**src/hdl/tlps_pkg.sv**
```systemverilog
// Package for the pedestrian-button traffic light sequencer.
// Holds the phase and state types, register indexes, reset values and the phase step functions.
// No dependencies; imported by traffic_light_pedestrian_sequencer_unit.
`default_nettype none

package tlps_pkg;

	localparam int CNT_W = 16;
	localparam logic [CNT_W-1:0] CNT_MAX = {CNT_W{1'b1}};

	localparam int CFG_W = 16;
	localparam int CFG_IDX_W = 3;
	localparam int WIN_IDX_W = 3;
	localparam int TOG_W = 5;
	localparam int LAMP_W = 6;
	localparam int CODE_W = 3;

	// Register indexes on the configuration port.
	localparam logic [CFG_IDX_W-1:0] REG_WINDOW_TICKS = 3'd0;
	localparam logic [CFG_IDX_W-1:0] REG_WINDOWS_PER_PHASE = 3'd1;
	localparam logic [CFG_IDX_W-1:0] REG_SHORT_PRESS_LIMIT = 3'd2;
	localparam logic [CFG_IDX_W-1:0] REG_ACK_DELAY_TICKS = 3'd3;
	localparam logic [CFG_IDX_W-1:0] REG_BLINK_HALF_TICKS = 3'd4;
	localparam logic [CFG_IDX_W-1:0] REG_BLINK_TOGGLES = 3'd5;
	localparam logic [CFG_IDX_W-1:0] REG_RED_HOLD_TICKS = 3'd6;

	// Lamp bit positions, in the order they leave on the output stream.
	localparam int LB_CG = 0;
	localparam int LB_CY = 1;
	localparam int LB_CR = 2;
	localparam int LB_WG = 3;
	localparam int LB_WY = 4;
	localparam int LB_WR = 5;

	// Phase codes as shown on the output stream.
	localparam logic [CODE_W-1:0] CODE_GREEN = 3'd0;
	localparam logic [CODE_W-1:0] CODE_GREEN_WAIT = 3'd1;
	localparam logic [CODE_W-1:0] CODE_YELLOW = 3'd2;
	localparam logic [CODE_W-1:0] CODE_YELLOW_WAIT = 3'd3;
	localparam logic [CODE_W-1:0] CODE_BLINK = 3'd4;
	localparam logic [CODE_W-1:0] CODE_RED = 3'd5;
	localparam logic [CODE_W-1:0] CODE_RED_HOLD = 3'd6;

	typedef enum logic [6:0] {
		PH_GREEN       = 7'b0000001,
		PH_GREEN_WAIT  = 7'b0000010,
		PH_YELLOW      = 7'b0000100,
		PH_YELLOW_WAIT = 7'b0001000,
		PH_BLINK       = 7'b0010000,
		PH_RED         = 7'b0100000,
		PH_RED_HOLD    = 7'b1000000
	} phase_t;

	typedef enum logic [1:0] {
		TR_OPEN,
		TR_REQ,
		TR_END,
		TR_NEXT
	} tick_res_t;

	typedef struct packed {
		logic [CFG_W-1:0]     window_ticks;
		logic [WIN_IDX_W-1:0] windows_per_phase;
		logic [CFG_W-1:0]     short_press_limit;
		logic [CFG_W-1:0]     ack_delay_ticks;
		logic [CFG_W-1:0]     blink_half_ticks;
		logic [TOG_W-1:0]     blink_toggles;
		logic [CFG_W-1:0]     red_hold_ticks;
	} cfg_t;

	typedef struct packed {
		phase_t               phase;
		logic [WIN_IDX_W-1:0] win_idx;
		logic [CNT_W-1:0]     tick;
		logic [CNT_W-1:0]     press;
		logic [CNT_W-1:0]     wait_cnt;
		logic [TOG_W-1:0]     toggles;
		logic                 green_req;
		logic                 yellow_req;
		logic [LAMP_W-1:0]    lamps;
	} st_t;

	localparam cfg_t CFG_RESET = '{
		window_ticks: 16'd1000,
		windows_per_phase: 3'd5,
		short_press_limit: 16'd250,
		ack_delay_ticks: 16'd500,
		blink_half_ticks: 16'd500,
		blink_toggles: 5'd10,
		red_hold_ticks: 16'd5000
	};

	localparam st_t ST_RESET = '{
		phase: PH_GREEN,
		win_idx: '0,
		tick: '0,
		press: '0,
		wait_cnt: '0,
		toggles: '0,
		green_req: 1'b0,
		yellow_req: 1'b0,
		lamps: 6'b000001
	};

	function automatic st_t clear_window(input st_t s);
		st_t r;
		r = s;
		r.win_idx = '0;
		r.tick = '0;
		r.press = '0;
		return r;
	endfunction

	function automatic st_t enter_green(input st_t s);
		st_t r;
		r = s;
		r.lamps = '0;
		r.lamps[LB_CG] = 1'b1;
		r.green_req = 1'b0;
		r.yellow_req = 1'b0;
		r.wait_cnt = '0;
		r.toggles = '0;
		r = clear_window(r);
		r.phase = PH_GREEN;
		return r;
	endfunction

	function automatic st_t yellow_window_toggle(input st_t s);
		st_t r;
		r = s;
		r.lamps[LB_CY] = ~r.lamps[LB_CY];
		if (r.green_req) begin
			r.lamps[LB_WY] = ~r.lamps[LB_WY];
		end
		return r;
	endfunction

	function automatic st_t enter_yellow(input st_t s);
		st_t r;
		r = s;
		r.lamps[LB_CG] = 1'b0;
		r = clear_window(r);
		r.phase = PH_YELLOW;
		r = yellow_window_toggle(r);
		return r;
	endfunction

	function automatic st_t leave_yellow(input st_t s);
		st_t r;
		r = s;
		r.lamps[LB_CY] = 1'b0;
		if (r.green_req || r.yellow_req) begin
			r.lamps[LB_WY] = 1'b0;
			r.lamps[LB_WR] = 1'b0;
			r.lamps[LB_WG] = 1'b1;
		end
		r.lamps[LB_CR] = 1'b1;
		r = clear_window(r);
		r.phase = PH_RED;
		return r;
	endfunction

	// A blink interval of zero behaves as one tick.
	function automatic logic [CNT_W-1:0] blink_wait(input cfg_t c);
		logic [CNT_W-1:0] w;
		w = CNT_W'(c.blink_half_ticks);
		if (w == '0) begin
			w = CNT_W'(1);
		end
		return w;
	endfunction

	function automatic st_t start_blink(input st_t s, input cfg_t c);
		st_t r;
		r = s;
		if (c.blink_toggles == '0) begin
			r = leave_yellow(r);
		end else begin
			r.lamps[LB_CY] = ~r.lamps[LB_CY];
			r.lamps[LB_WY] = ~r.lamps[LB_WY];
			r.toggles = TOG_W'(1);
			r.wait_cnt = blink_wait(c);
			r.phase = PH_BLINK;
		end
		return r;
	endfunction

	// One tick of a counting window: counts the press and closes the window at its end.
	function automatic tick_res_t count_tick(input st_t s, input logic pressed, input cfg_t c,
		output st_t r);
		logic [CNT_W:0]       t;
		logic                 req;
		logic [WIN_IDX_W:0]   idx_inc;
		tick_res_t            res;
		r = s;
		if (pressed && (r.press != CNT_MAX)) begin
			r.press = r.press + CNT_W'(1);
		end
		t = {1'b0, r.tick} + (CNT_W+1)'(1);
		idx_inc = {1'b0, r.win_idx} + (WIN_IDX_W+1)'(1);
		req = (r.press != '0) && ({1'b0, r.press} < (CNT_W+1)'(c.short_press_limit));
		if ((t < (CNT_W+1)'(c.window_ticks)) && (t < {1'b0, CNT_MAX})) begin
			r.tick = t[CNT_W-1:0];
			res = TR_OPEN;
		end else begin
			r.tick = '0;
			r.press = '0;
			if (req) begin
				res = TR_REQ;
			end else if (idx_inc >= {1'b0, c.windows_per_phase}) begin
				res = TR_END;
			end else begin
				r.win_idx = idx_inc[WIN_IDX_W-1:0];
				res = TR_NEXT;
			end
		end
		return res;
	endfunction

	// Counts down a wait; true on the tick that ends it.
	function automatic logic wait_step(input st_t s, output st_t r);
		logic done;
		r = s;
		if (r.wait_cnt > CNT_W'(1)) begin
			r.wait_cnt = r.wait_cnt - CNT_W'(1);
			done = 1'b0;
		end else begin
			r.wait_cnt = '0;
			done = 1'b1;
		end
		return done;
	endfunction

	function automatic logic [CODE_W-1:0] phase_code(input phase_t p);
		logic [CODE_W-1:0] code;
		unique case (p)
			PH_GREEN:       code = CODE_GREEN;
			PH_GREEN_WAIT:  code = CODE_GREEN_WAIT;
			PH_YELLOW:      code = CODE_YELLOW;
			PH_YELLOW_WAIT: code = CODE_YELLOW_WAIT;
			PH_BLINK:       code = CODE_BLINK;
			PH_RED:         code = CODE_RED;
			PH_RED_HOLD:    code = CODE_RED_HOLD;
			default:        code = CODE_GREEN;
		endcase
		return code;
	endfunction

endpackage

`default_nettype wire

```
**src/hdl/traffic_light_pedestrian_sequencer_unit.sv**
```systemverilog
// Top level of the pedestrian-button traffic light sequencer.
// Holds the configuration registers, the phase state, the next-state logic and the result register.
// Depends on tlps_pkg.
//
// Usage: every item on the slave stream is one millisecond tick; bit 0 of s_tdata is the
// button sample for that tick. For each accepted item exactly one result item leaves on
// the master stream, carrying the six lamp levels and the phase code after that tick.
// The configuration port writes one of seven registers per cycle (index on cfg_addr,
// value on cfg_wdata, strobe cfg_wr_en); writes take effect for the next item and should
// only be made while no result is outstanding.
//
// Timing and throughput: the whole phase step is worked out in the cycle an item is
// accepted, between the phase state registers and the result register, so the result is
// presented on m_tdata in the cycle after acceptance. One item is taken every clock cycle
// while results are being drained, since the phase update is combinational.
//
// Stalling: the result register is the only buffer. While it holds a result that the
// receiver has not taken, s_tready is low; once m_tready is seen high the next item is
// taken in the same cycle the held result leaves.
//
// Reset: arst_n clears the output valid flag at once, loads the configuration and phase
// state registers with their reset values and starts in the car green phase with only car green lit.
`default_nettype none

module traffic_light_pedestrian_sequencer_unit import tlps_pkg::*; (
	input  wire logic                 clk,
	input  wire logic                 arst_n,
	// Configuration write port.
	input  wire logic                 cfg_wr_en,
	input  wire logic [CFG_IDX_W-1:0] cfg_addr,
	input  wire logic [CFG_W-1:0]     cfg_wdata,
	// Tick stream in.
	input  wire logic                 s_tvalid,
	output logic                      s_tready,
	input  wire logic [7:0]           s_tdata,   // [0] button_down, [7:1] zero
	// Lamp stream out.
	output logic                      m_tvalid,
	input  wire logic                 m_tready,
	output logic [15:0]               m_tdata    // [0] car_green, [1] car_yellow,
	                                             // [2] car_red, [3] walk_green,
	                                             // [4] walk_yellow, [5] walk_red,
	                                             // [8:6] phase_code, [15:9] zero
);

	cfg_t cfg_q;
	st_t  st_q;
	st_t  st_nx;

	logic                  m_tvalid_q;
	logic [LAMP_W-1:0]     lamps_q;
	logic [CODE_W-1:0]     code_q;
	logic                  in_accept;
	logic                  button;

	// The result register can take a new result when empty or when its content leaves now.
	assign s_tready  = !m_tvalid_q || m_tready;
	assign in_accept = s_tvalid && s_tready;
	assign button    = s_tdata[0];

	// Configuration registers.
	always_ff @(posedge clk or negedge arst_n) begin
		if (!arst_n) begin
			cfg_q <= CFG_RESET;
		end else if (cfg_wr_en) begin
			unique case (cfg_addr)
				REG_WINDOW_TICKS:      cfg_q.window_ticks <= cfg_wdata;
				REG_WINDOWS_PER_PHASE: cfg_q.windows_per_phase <= cfg_wdata[WIN_IDX_W-1:0];
				REG_SHORT_PRESS_LIMIT: cfg_q.short_press_limit <= cfg_wdata;
				REG_ACK_DELAY_TICKS:   cfg_q.ack_delay_ticks <= cfg_wdata;
				REG_BLINK_HALF_TICKS:  cfg_q.blink_half_ticks <= cfg_wdata;
				REG_BLINK_TOGGLES:     cfg_q.blink_toggles <= cfg_wdata[TOG_W-1:0];
				REG_RED_HOLD_TICKS:    cfg_q.red_hold_ticks <= cfg_wdata;
				default: ;
			endcase
		end
	end

	// Phase step for one tick. Only one phase's counting or waiting runs per tick, so the
	// path is that phase's counter updates and compares and the lamp update.
	always_comb begin
		st_t       tmp;
		tick_res_t res;
		logic      done;
		st_nx = st_q;
		tmp   = st_q;
		res   = TR_OPEN;
		done  = 1'b0;
		unique case (st_q.phase)
			PH_GREEN: begin
				res = count_tick(st_q, button, cfg_q, tmp);
				st_nx = tmp;
				if (res == TR_REQ) begin
					st_nx.lamps[LB_WR] = 1'b1;
					st_nx.green_req = 1'b1;
					if (cfg_q.ack_delay_ticks != '0) begin
						st_nx.wait_cnt = CNT_W'(cfg_q.ack_delay_ticks);
						st_nx.phase = PH_GREEN_WAIT;
					end else begin
						st_nx = enter_yellow(st_nx);
					end
				end else if (res == TR_END) begin
					st_nx = enter_yellow(st_nx);
				end
			end
			PH_GREEN_WAIT: begin
				done = wait_step(st_q, tmp);
				st_nx = done ? enter_yellow(tmp) : tmp;
			end
			PH_YELLOW: begin
				res = count_tick(st_q, button, cfg_q, tmp);
				st_nx = tmp;
				if (res == TR_REQ) begin
					st_nx.lamps[LB_WR] = 1'b1;
					st_nx.yellow_req = 1'b1;
					if (cfg_q.ack_delay_ticks != '0) begin
						st_nx.wait_cnt = CNT_W'(cfg_q.ack_delay_ticks);
						st_nx.phase = PH_YELLOW_WAIT;
					end else begin
						st_nx = start_blink(st_nx, cfg_q);
					end
				end else if (res == TR_END) begin
					st_nx = leave_yellow(st_nx);
				end else if (res == TR_NEXT) begin
					// Each new yellow window flips car yellow, and walk yellow too after a green request.
					st_nx = yellow_window_toggle(st_nx);
				end
			end
			PH_YELLOW_WAIT: begin
				done = wait_step(st_q, tmp);
				st_nx = done ? start_blink(tmp, cfg_q) : tmp;
			end
			PH_BLINK: begin
				done = wait_step(st_q, tmp);
				st_nx = tmp;
				if (done) begin
					if (st_q.toggles < cfg_q.blink_toggles) begin
						st_nx.lamps[LB_CY] = ~st_nx.lamps[LB_CY];
						st_nx.lamps[LB_WY] = ~st_nx.lamps[LB_WY];
						st_nx.toggles = st_q.toggles + TOG_W'(1);
						st_nx.wait_cnt = blink_wait(cfg_q);
					end else begin
						st_nx = leave_yellow(st_nx);
					end
				end
			end
			PH_RED: begin
				res = count_tick(st_q, button, cfg_q, tmp);
				st_nx = tmp;
				if (res == TR_REQ) begin
					st_nx.lamps[LB_WG] = 1'b1;
					if (cfg_q.red_hold_ticks != '0) begin
						st_nx.wait_cnt = CNT_W'(cfg_q.red_hold_ticks);
						st_nx.phase = PH_RED_HOLD;
					end else begin
						st_nx = enter_green(st_nx);
					end
				end else if (res == TR_END) begin
					st_nx = enter_green(st_nx);
				end
			end
			PH_RED_HOLD: begin
				done = wait_step(st_q, tmp);
				st_nx = done ? enter_green(tmp) : tmp;
			end
			default: begin
				st_nx = enter_green(st_q);
			end
		endcase
	end

	// Phase state advances once per accepted item.
	always_ff @(posedge clk or negedge arst_n) begin
		if (!arst_n) begin
			st_q <= ST_RESET;
		end else if (in_accept) begin
			st_q <= st_nx;
		end
	end

	// Result register.
	always_ff @(posedge clk or negedge arst_n) begin
		if (!arst_n) begin
			m_tvalid_q <= 1'b0;
		end else if (in_accept) begin
			m_tvalid_q <= 1'b1;
		end else if (m_tready) begin
			m_tvalid_q <= 1'b0;
		end
	end

	always_ff @(posedge clk) begin
		if (in_accept) begin
			lamps_q <= st_nx.lamps;
			code_q  <= phase_code(st_nx.phase);
		end
	end

	assign m_tvalid = m_tvalid_q;
	assign m_tdata  = {7'b0, code_q, lamps_q};

	// Walk green and walk red are never lit together.
	a_walk_exclusive: assert property (@(posedge clk) disable iff (!arst_n)
		!(st_q.lamps[LB_WG] && st_q.lamps[LB_WR]))
		else $error("walk green and walk red lit together");

	// Car green is lit exactly in the two green phases.
	a_car_green_phase: assert property (@(posedge clk) disable iff (!arst_n)
		st_q.lamps[LB_CG] == ((st_q.phase == PH_GREEN) || (st_q.phase == PH_GREEN_WAIT)))
		else $error("car green lamp out of step with phase");

	// The wait counter only runs in the wait, blink and hold phases.
	a_wait_idle: assert property (@(posedge clk) disable iff (!arst_n)
		((st_q.phase == PH_GREEN) || (st_q.phase == PH_YELLOW) || (st_q.phase == PH_RED))
		|-> (st_q.wait_cnt == '0))
		else $error("wait counter running in a counting phase");

	// A held result that is not taken blocks the input side.
	a_stall_blocks: assert property (@(posedge clk) disable iff (!arst_n)
		(m_tvalid && !m_tready) |-> !s_tready)
		else $error("input accepted while result register is full");

endmodule

`default_nettype wire

```
**config.mk**
```make
export PLATFORM = sky130hd
export DESIGN_NAME = traffic_light_pedestrian_sequencer_unit
export DESIGN_NICKNAME = d
export VERILOG_FILES = /design/src/hdl/tlps_pkg.sv /design/src/hdl/traffic_light_pedestrian_sequencer_unit.sv
export SDC_FILE = /design/constraint.sdc
export NUM_CORES = 1
export LEC_CHECK = 0
export ABC_CLOCK_PERIOD_IN_PS = 4000
export BUFFER_PORTS_ARGS = -buffer_cell sky130_fd_sc_hd__buf_2
export CORE_MARGIN = 1.5
export CORE_UTILIZATION = 50
export CTS_CLUSTER_DIAMETER = 80
export DETAILED_ROUTE_END_ITERATION = 8
export GPL_TIMING_DRIVEN = 0
export PLACE_DENSITY = 0.75
export SYNTH_ARGS = -nofsm -noshare
export SYNTH_HDL_FRONTEND = slang
export SYNTH_SLANG_ARGS = --single-unit
export TNS_END_PERCENT = 10
```
**constraint.sdc**
```tcl
create_clock -name clk -period 4 [get_ports clk]
set_input_delay 0.4 -clock clk [delete_from_list [all_inputs] [get_ports clk]]
set_output_delay 0.4 -clock clk [all_outputs]
set_load 0.02 [all_outputs]
```
### Word-level counts from Yosys, hierarchy flattened

Index checks and enable logic that the tools add are counted.

| word-level totals | value |
|---|---|
| output and inout bits | 18 |
| bits of input ports | 32 |
| bits in registers | 169 |

| cells by class | value |
|---|---|
| bitwise operators | 7 |
| magnitude comparators | 8 |
| eq/ne operators | 43 |
| muxes and demuxes | 79 |
| reduce and logical (&&, ||, !) cells | 30 |
| add/subtract/negate cells | 5 |

Operators by type and width:

| kind | number |
|---|---|
| 71-bit two-way mux | 10 |
| 71-bit one-hot mux with 7 select lines | 1 |
| 16-bit two-way mux | 13 |
| 35-bit two-way mux | 5 |
| 16-bit nonzero test | 5 |
| 21-bit two-way mux | 3 |
| 16-bit less-than comparator | 3 |
| 42-bit two-way mux | 1 |
| 3-bit two-way mux | 9 |
| 13-bit two-way mux | 2 |
| 2-bit != test (second input constant) | 13 |
| 2-bit two-way mux | 12 |
| 3-bit one-hot mux with 6 select lines | 1 |
| 9-bit AND reduction | 2 |
| 16-bit by 1-bit adder with 17-bit output (second input constant) | 1 |
| 17-bit by 16-bit less-than comparator with 1-bit output | 1 |
| 17-bit by 16-bit less-than comparator with 1-bit output (second input constant) | 1 |
| 1-bit two-way mux | 17 |
| 16-bit by 1-bit adder with 16-bit output (second input constant) | 1 |
| 16-bit by 1-bit > comparator with 1-bit output (second input constant) | 1 |
| 16-bit zero test | 1 |
| 16-bit != test (second input constant) | 1 |
| 16-bit by 1-bit subtractor with 16-bit output (second input constant) | 1 |
| 7-bit by 2-bit == test with 1-bit output (second input constant) | 2 |
| other kinds (30) | 65 |

### Depth between registers and ports, before layout

| logic depth | value |
|---|---|
| depth after elaboration | 16 |
| depth in mapped cells | 21 |
| depth with buffers taken out | 21 |

### Worst setup path after synthesis

Ideal clock, no wire load.

| path | value |
|---|---|
| path kind | reg-to-reg |
| from | reg st_q[40] (netlist bit) |
| to | reg code_q[1], data pin |
| path buffers | 2 |
| stages on the path, launching flop included | 17 |
| path slack | -374 ps |
| arrival time | 4111 ps |
| cells stage by stage | dfrtp_1 buf_2 nand4_1 nor4_2 nand2b_1 mux2_2 ha_1 or3b_2 mux2i_1 o32ai_1 nor2_1 o21ai_4 buf_6 nor3_2 o22a_1 o22ai_1 a2111o_1 |

| between the ends | value |
|---|---|
| cells in the longest elaborated chain, start to end | 15 |
| elaborated cells between the ends (all ways) | 45 |

RTL lines:

| item | line | source |
|---|---|---|
| from (decl) | traffic_light_pedestrian_sequencer_unit.sv:46 | `st_t st_q;` |
| from (signal assigned) | traffic_light_pedestrian_sequencer_unit.sv:176 | `st_q <= st_nx;` |
| branches (longest 2 deep; another with 16-bit by 1-bit adder with 16-bit output) | -- |  |
| 16-bit two-way mux * | tlps_pkg.sv:196 | `if (pressed && (r.press != CNT_MAX)) begin` |
| 16-bit two-way mux | traffic_light_pedestrian_sequencer_unit.sv:88 | `unique case (st_q.phase)` |
| 16-bit less-than comparator or 16-bit nonzero test (tied branches) | tlps_pkg.sv:201 | `req = (r.press != '0) && ({1'b0, r.press} < (CNT_W+1)'(c.short_press_limit));` |
| 1-bit logical AND | tlps_pkg.sv:201 |  |
| 2-bit two-way mux | tlps_pkg.sv:208 | `if (req) begin` |
| 2-bit two-way mux | tlps_pkg.sv:202 | `if ((t < (CNT_W+1)'(c.window_ticks)) && (t < {1'b0, CNT_MAX})) begin` |
| 2-bit two-way mux | traffic_light_pedestrian_sequencer_unit.sv:88 |  |
| 2-bit == test, on equally long branches | traffic_light_pedestrian_sequencer_unit.sv:157, traffic_light_pedestrian_sequencer_unit.sv:101, traffic_light_pedestrian_sequencer_unit.sv:121 |  |
| 71-bit two-way mux, on equally long branches | traffic_light_pedestrian_sequencer_unit.sv:157, traffic_light_pedestrian_sequencer_unit.sv:101, traffic_light_pedestrian_sequencer_unit.sv:121 |  |
| 71-bit two-way mux, on equally long branches | traffic_light_pedestrian_sequencer_unit.sv:149, traffic_light_pedestrian_sequencer_unit.sv:92, traffic_light_pedestrian_sequencer_unit.sv:112 |  |
| 71-bit one-hot mux with 7 select lines * | traffic_light_pedestrian_sequencer_unit.sv:88 |  |
| 7-bit == test (tied with other cells) | tlps_pkg.sv:236 | `unique case (p)` |
| 3-bit one-hot mux with 6 select lines * | tlps_pkg.sv:236 |  |
| to (signal assigned) | traffic_light_pedestrian_sequencer_unit.sv:194 | `code_q <= phase_code(st_nx.phase);` |
| to (decl) | traffic_light_pedestrian_sequencer_unit.sv:51 | `logic [CODE_W-1:0] code_q;` |

Every way passes the cells marked *. The select of a mux whose other input is x is not followed.
A chain may end at the register's enable or synchronous reset.

### Final worst setup path

| path | value |
|---|---|
| from | reg st_q[29] (netlist bit) |
| to | reg code_q[2], data pin |

The elaborated chain is that of the path after synthesis.

==> flow_summary.ini <==
[yosys]
synthCells = 1118
synthFlopType = dfrtp_1
synth_top_family_by_area = simple AND/OR/NAND/NOR gates
muxShareOfSynthArea_pct = 7.11
ys_seq_area_share_pct = 41.7
syn_area_um2 = 10400
synth-xor-area-share_pct = 3.55
yosys_warnings = 0
synth.distinct_cells = 80
synth_fa_ha_area_share_pct = 5.44
synth_common_cells = dfrtp_1 (125), nand2_1 (125), o21ai_0 (103)
synth_area_per_cell_um2 = 9.26
synth_edf_count = 9
synthSimpleGateAreaFrac_pct = 18.8
synth.area.top_cells = dfrtp_1 (30%), dfstp_2 (8.9%), mux2_2 (6.5%)
synth_compound_area_share_pct = 18.3
synth_seq_cells = 169
yosysTopAreaCellShare_pct = 30.2
synth-async-reset-ratio_pct = 94.7
synth_top_area_cell = dfrtp_1

[setup_path]
arrival_ns = 4.63
critPathLaunchType = register
required_ns = 4.23
path_class = register to register
crit_path_end_kind = register
crit_fanout = 5

[sta]
fmax_mhz = 227
min_period_over_period_pct = 110
tightest_slew_ns = 1.07
rsz0062_at_grt = true
setup_slack_ns = -0.407
fin_skew_ns = 0.0108
setup-violations-final = 40
hold_viol_final = 0
holdWs_ns = 0.171
final.min_clock_period_ns = 4.41
slew_headroom_pct = 28.5
final-max-slew-violation-count = 0

[detailed_routing]
wl_per_cell_um = 19.8
ant_nets = 0
drc = 0
first_iter_violations = 648
totalWireLength_um = 29600
avgViaCountPerCell = 6.17
vias = 9235
drtPass1Iterations = 5

[pwr]
p_sw_share_pct = 35.6
p_sw_mw = 1.98
power.density_nw_per_um2 = 448
power.share.combinational_pct = 29.5
p_leak_nw = 5.40
clkPwrFrac_pct = 29.8
power_frac_seq_pct = 40.7
p_int_mw = 3.58
ir_drop_mv = 0.343

[clock_network]
clk_path_buf_depth = 2
path_clk_slew_ns = 0.07
clock-sinks = 169
clockRootBuffer = clkbuf_16
insertion_delay_ns = 0.44
cts_max_level = 4
tritoncts = built
cts_buffers = 17

[min_path]
hold_class = input pin to register

[floorplanning]
rows = 52
dieArea_um2 = 21600
io-pin-count = 50
die_w_um = 147
die_height_um = 147
fp.coreArea_um2 = 20300
initial_core_util_pct = 51.0

[cells_and_area]
nets = 1290
areaGrowthSynthToFinish_pct = 20.0
ff_latch_area_um2 = 4320
diodes = 0
fillers = 1713
instances_no_fill = 1496
multiInputGateArea_um2 = 6060
drive_gt1_share_pct = 27.2

[placement]
dp_cells = 1427
place.port_buffers = 32
dp_hpwl_um = 20600
gp_congestion = 0.965

[run_status]
violations = setup timing
status = finished with violations

[global_routing]
grt_max_degree = 92
grt_pass1_vias = 8834
gr-usage-all-layers_pct = 27.5
grt_pass1_wl_um = 46800
overflow = 0
antenna_found_initial = 0

[flow_run]
max_cap_violations = 0
==> critical path, cell delays in order (launching register included) <==
cell and delay (ns):
dfrtp_1 0.39, buf_6 0.12, nand4_1 0.12, or4_4 0.54, or2_0 0.22, buf_4 0.16, nor2_4 0.09, xor2_2 0.09
ha_1 0.30, nand4_1 0.14, nor4_2 0.29, o21ai_1 0.11, o32ai_2 0.18, nor2_4 0.07, buf_4 0.15, o21ai_4 0.10
a21oi_4 0.10, a21boi_4 0.17, a21oi_2 0.23, o221ai_1 0.21, a2111oi_2 0.41
==> final timing paths <==
check                      slack, ns      from  depth (start not counted)        end
min                             0.17  s_tvalid                          2   m_tvalid
max                            -0.41  st_q[29]                         20  code_q[2]
max reg2reg                    -0.41  st_q[29]                         20  code_q[2]
min in group asynchronous       0.49    arst_n                          2   m_tvalid
min reg2reg                     0.50  st_q[22]                          2   st_q[22]
max in group asynchronous       2.65    arst_n                          3  cfg_q[81]
==> state kept, by name (all words and copies together), names as in the netlist <==
signal    cells
lamps_q       6
m_tvalid      1
cfg_q        88
st_q         71
code_q        3
==> power groups by stage <==
stage	clock [mW]	combinational, mW	sequential (mW)
detailed placement	0	1.46	2.28
global placement	0	1.43	2.26
global route	1.74	1.79	2.29
floorplan	0	1.04	2.22
CTS	1.67	1.51	2.25
finish	1.66	1.64	2.26
==> cells by family after synthesis <==
kind of cell    Yosys count
flops                   169
simple gates            381
compound gates          295
xor+xnor                 42
fa+ha+maj                45
other cells               1
mux                      66
buf+inv                 119
==> metrics by stage <==
step	TNS (ns)	utilization [%]	power [mW]	setup slack (ns)	instance area (um2)
floorplan	-0.0409	-	3.26	-0.0323	10500
global placement	-49.83	53.9	3.69	-0.940	10900
detailed placement	-51.71	54.1	3.74	-0.954	11000
CTS	-5.33	59.2	5.43	-0.295	12000
global route	-13.91	61.2	5.83	-0.523	12400
finish	-6.08	61.2	5.56	-0.407	12400
==> placed cells by master (no fill, tap or decap), types with 35 or more instances in the layout <==
| master | count |
|---|---|
| ha_1 | 40 |
| dfrtp_1 | 121 |
| nand2_1 | 122 |
| mux2_2 | 59 |
| a21oi_1 | 54 |
| o21ai_0 | 79 |
| inv_1 | 51 |
| dfstp_2 | 35 |
| buf_4 | 53 |
| nor2_1 | 68 |
==> what timing repair did <==
action	in CTS	in global routing
hold endpoints to repair	59	0
resized for setup	60	101
pin swaps	20	34
setup endpoints to repair	79	78
buffers inserted	27	10
hold buffers	1	0
cloned	0	0
==> routing by layer <==
metal	vias to the layer above	part of all wire (%)	global-route usage, %
met5	-	0	0
met4	0	3.4	11.3
met3	82	7.0	4.84
met2	381	47	43.2
met1	4533	43	37.8
li1	4239	-	-
==> area by class of cell <==
cell class	instances	area share, %
Buffer	66	3.58
Clock buffer	21	3.79
Clock inverter	11	0.886
Inverter	52	1.57
Multi-Input combinational cell	836	48.8
Sequential cell	169	34.8
Tap cell	270	2.72
Timing Repair Buffer	71	3.91
(Power assumes the default switching activity.)
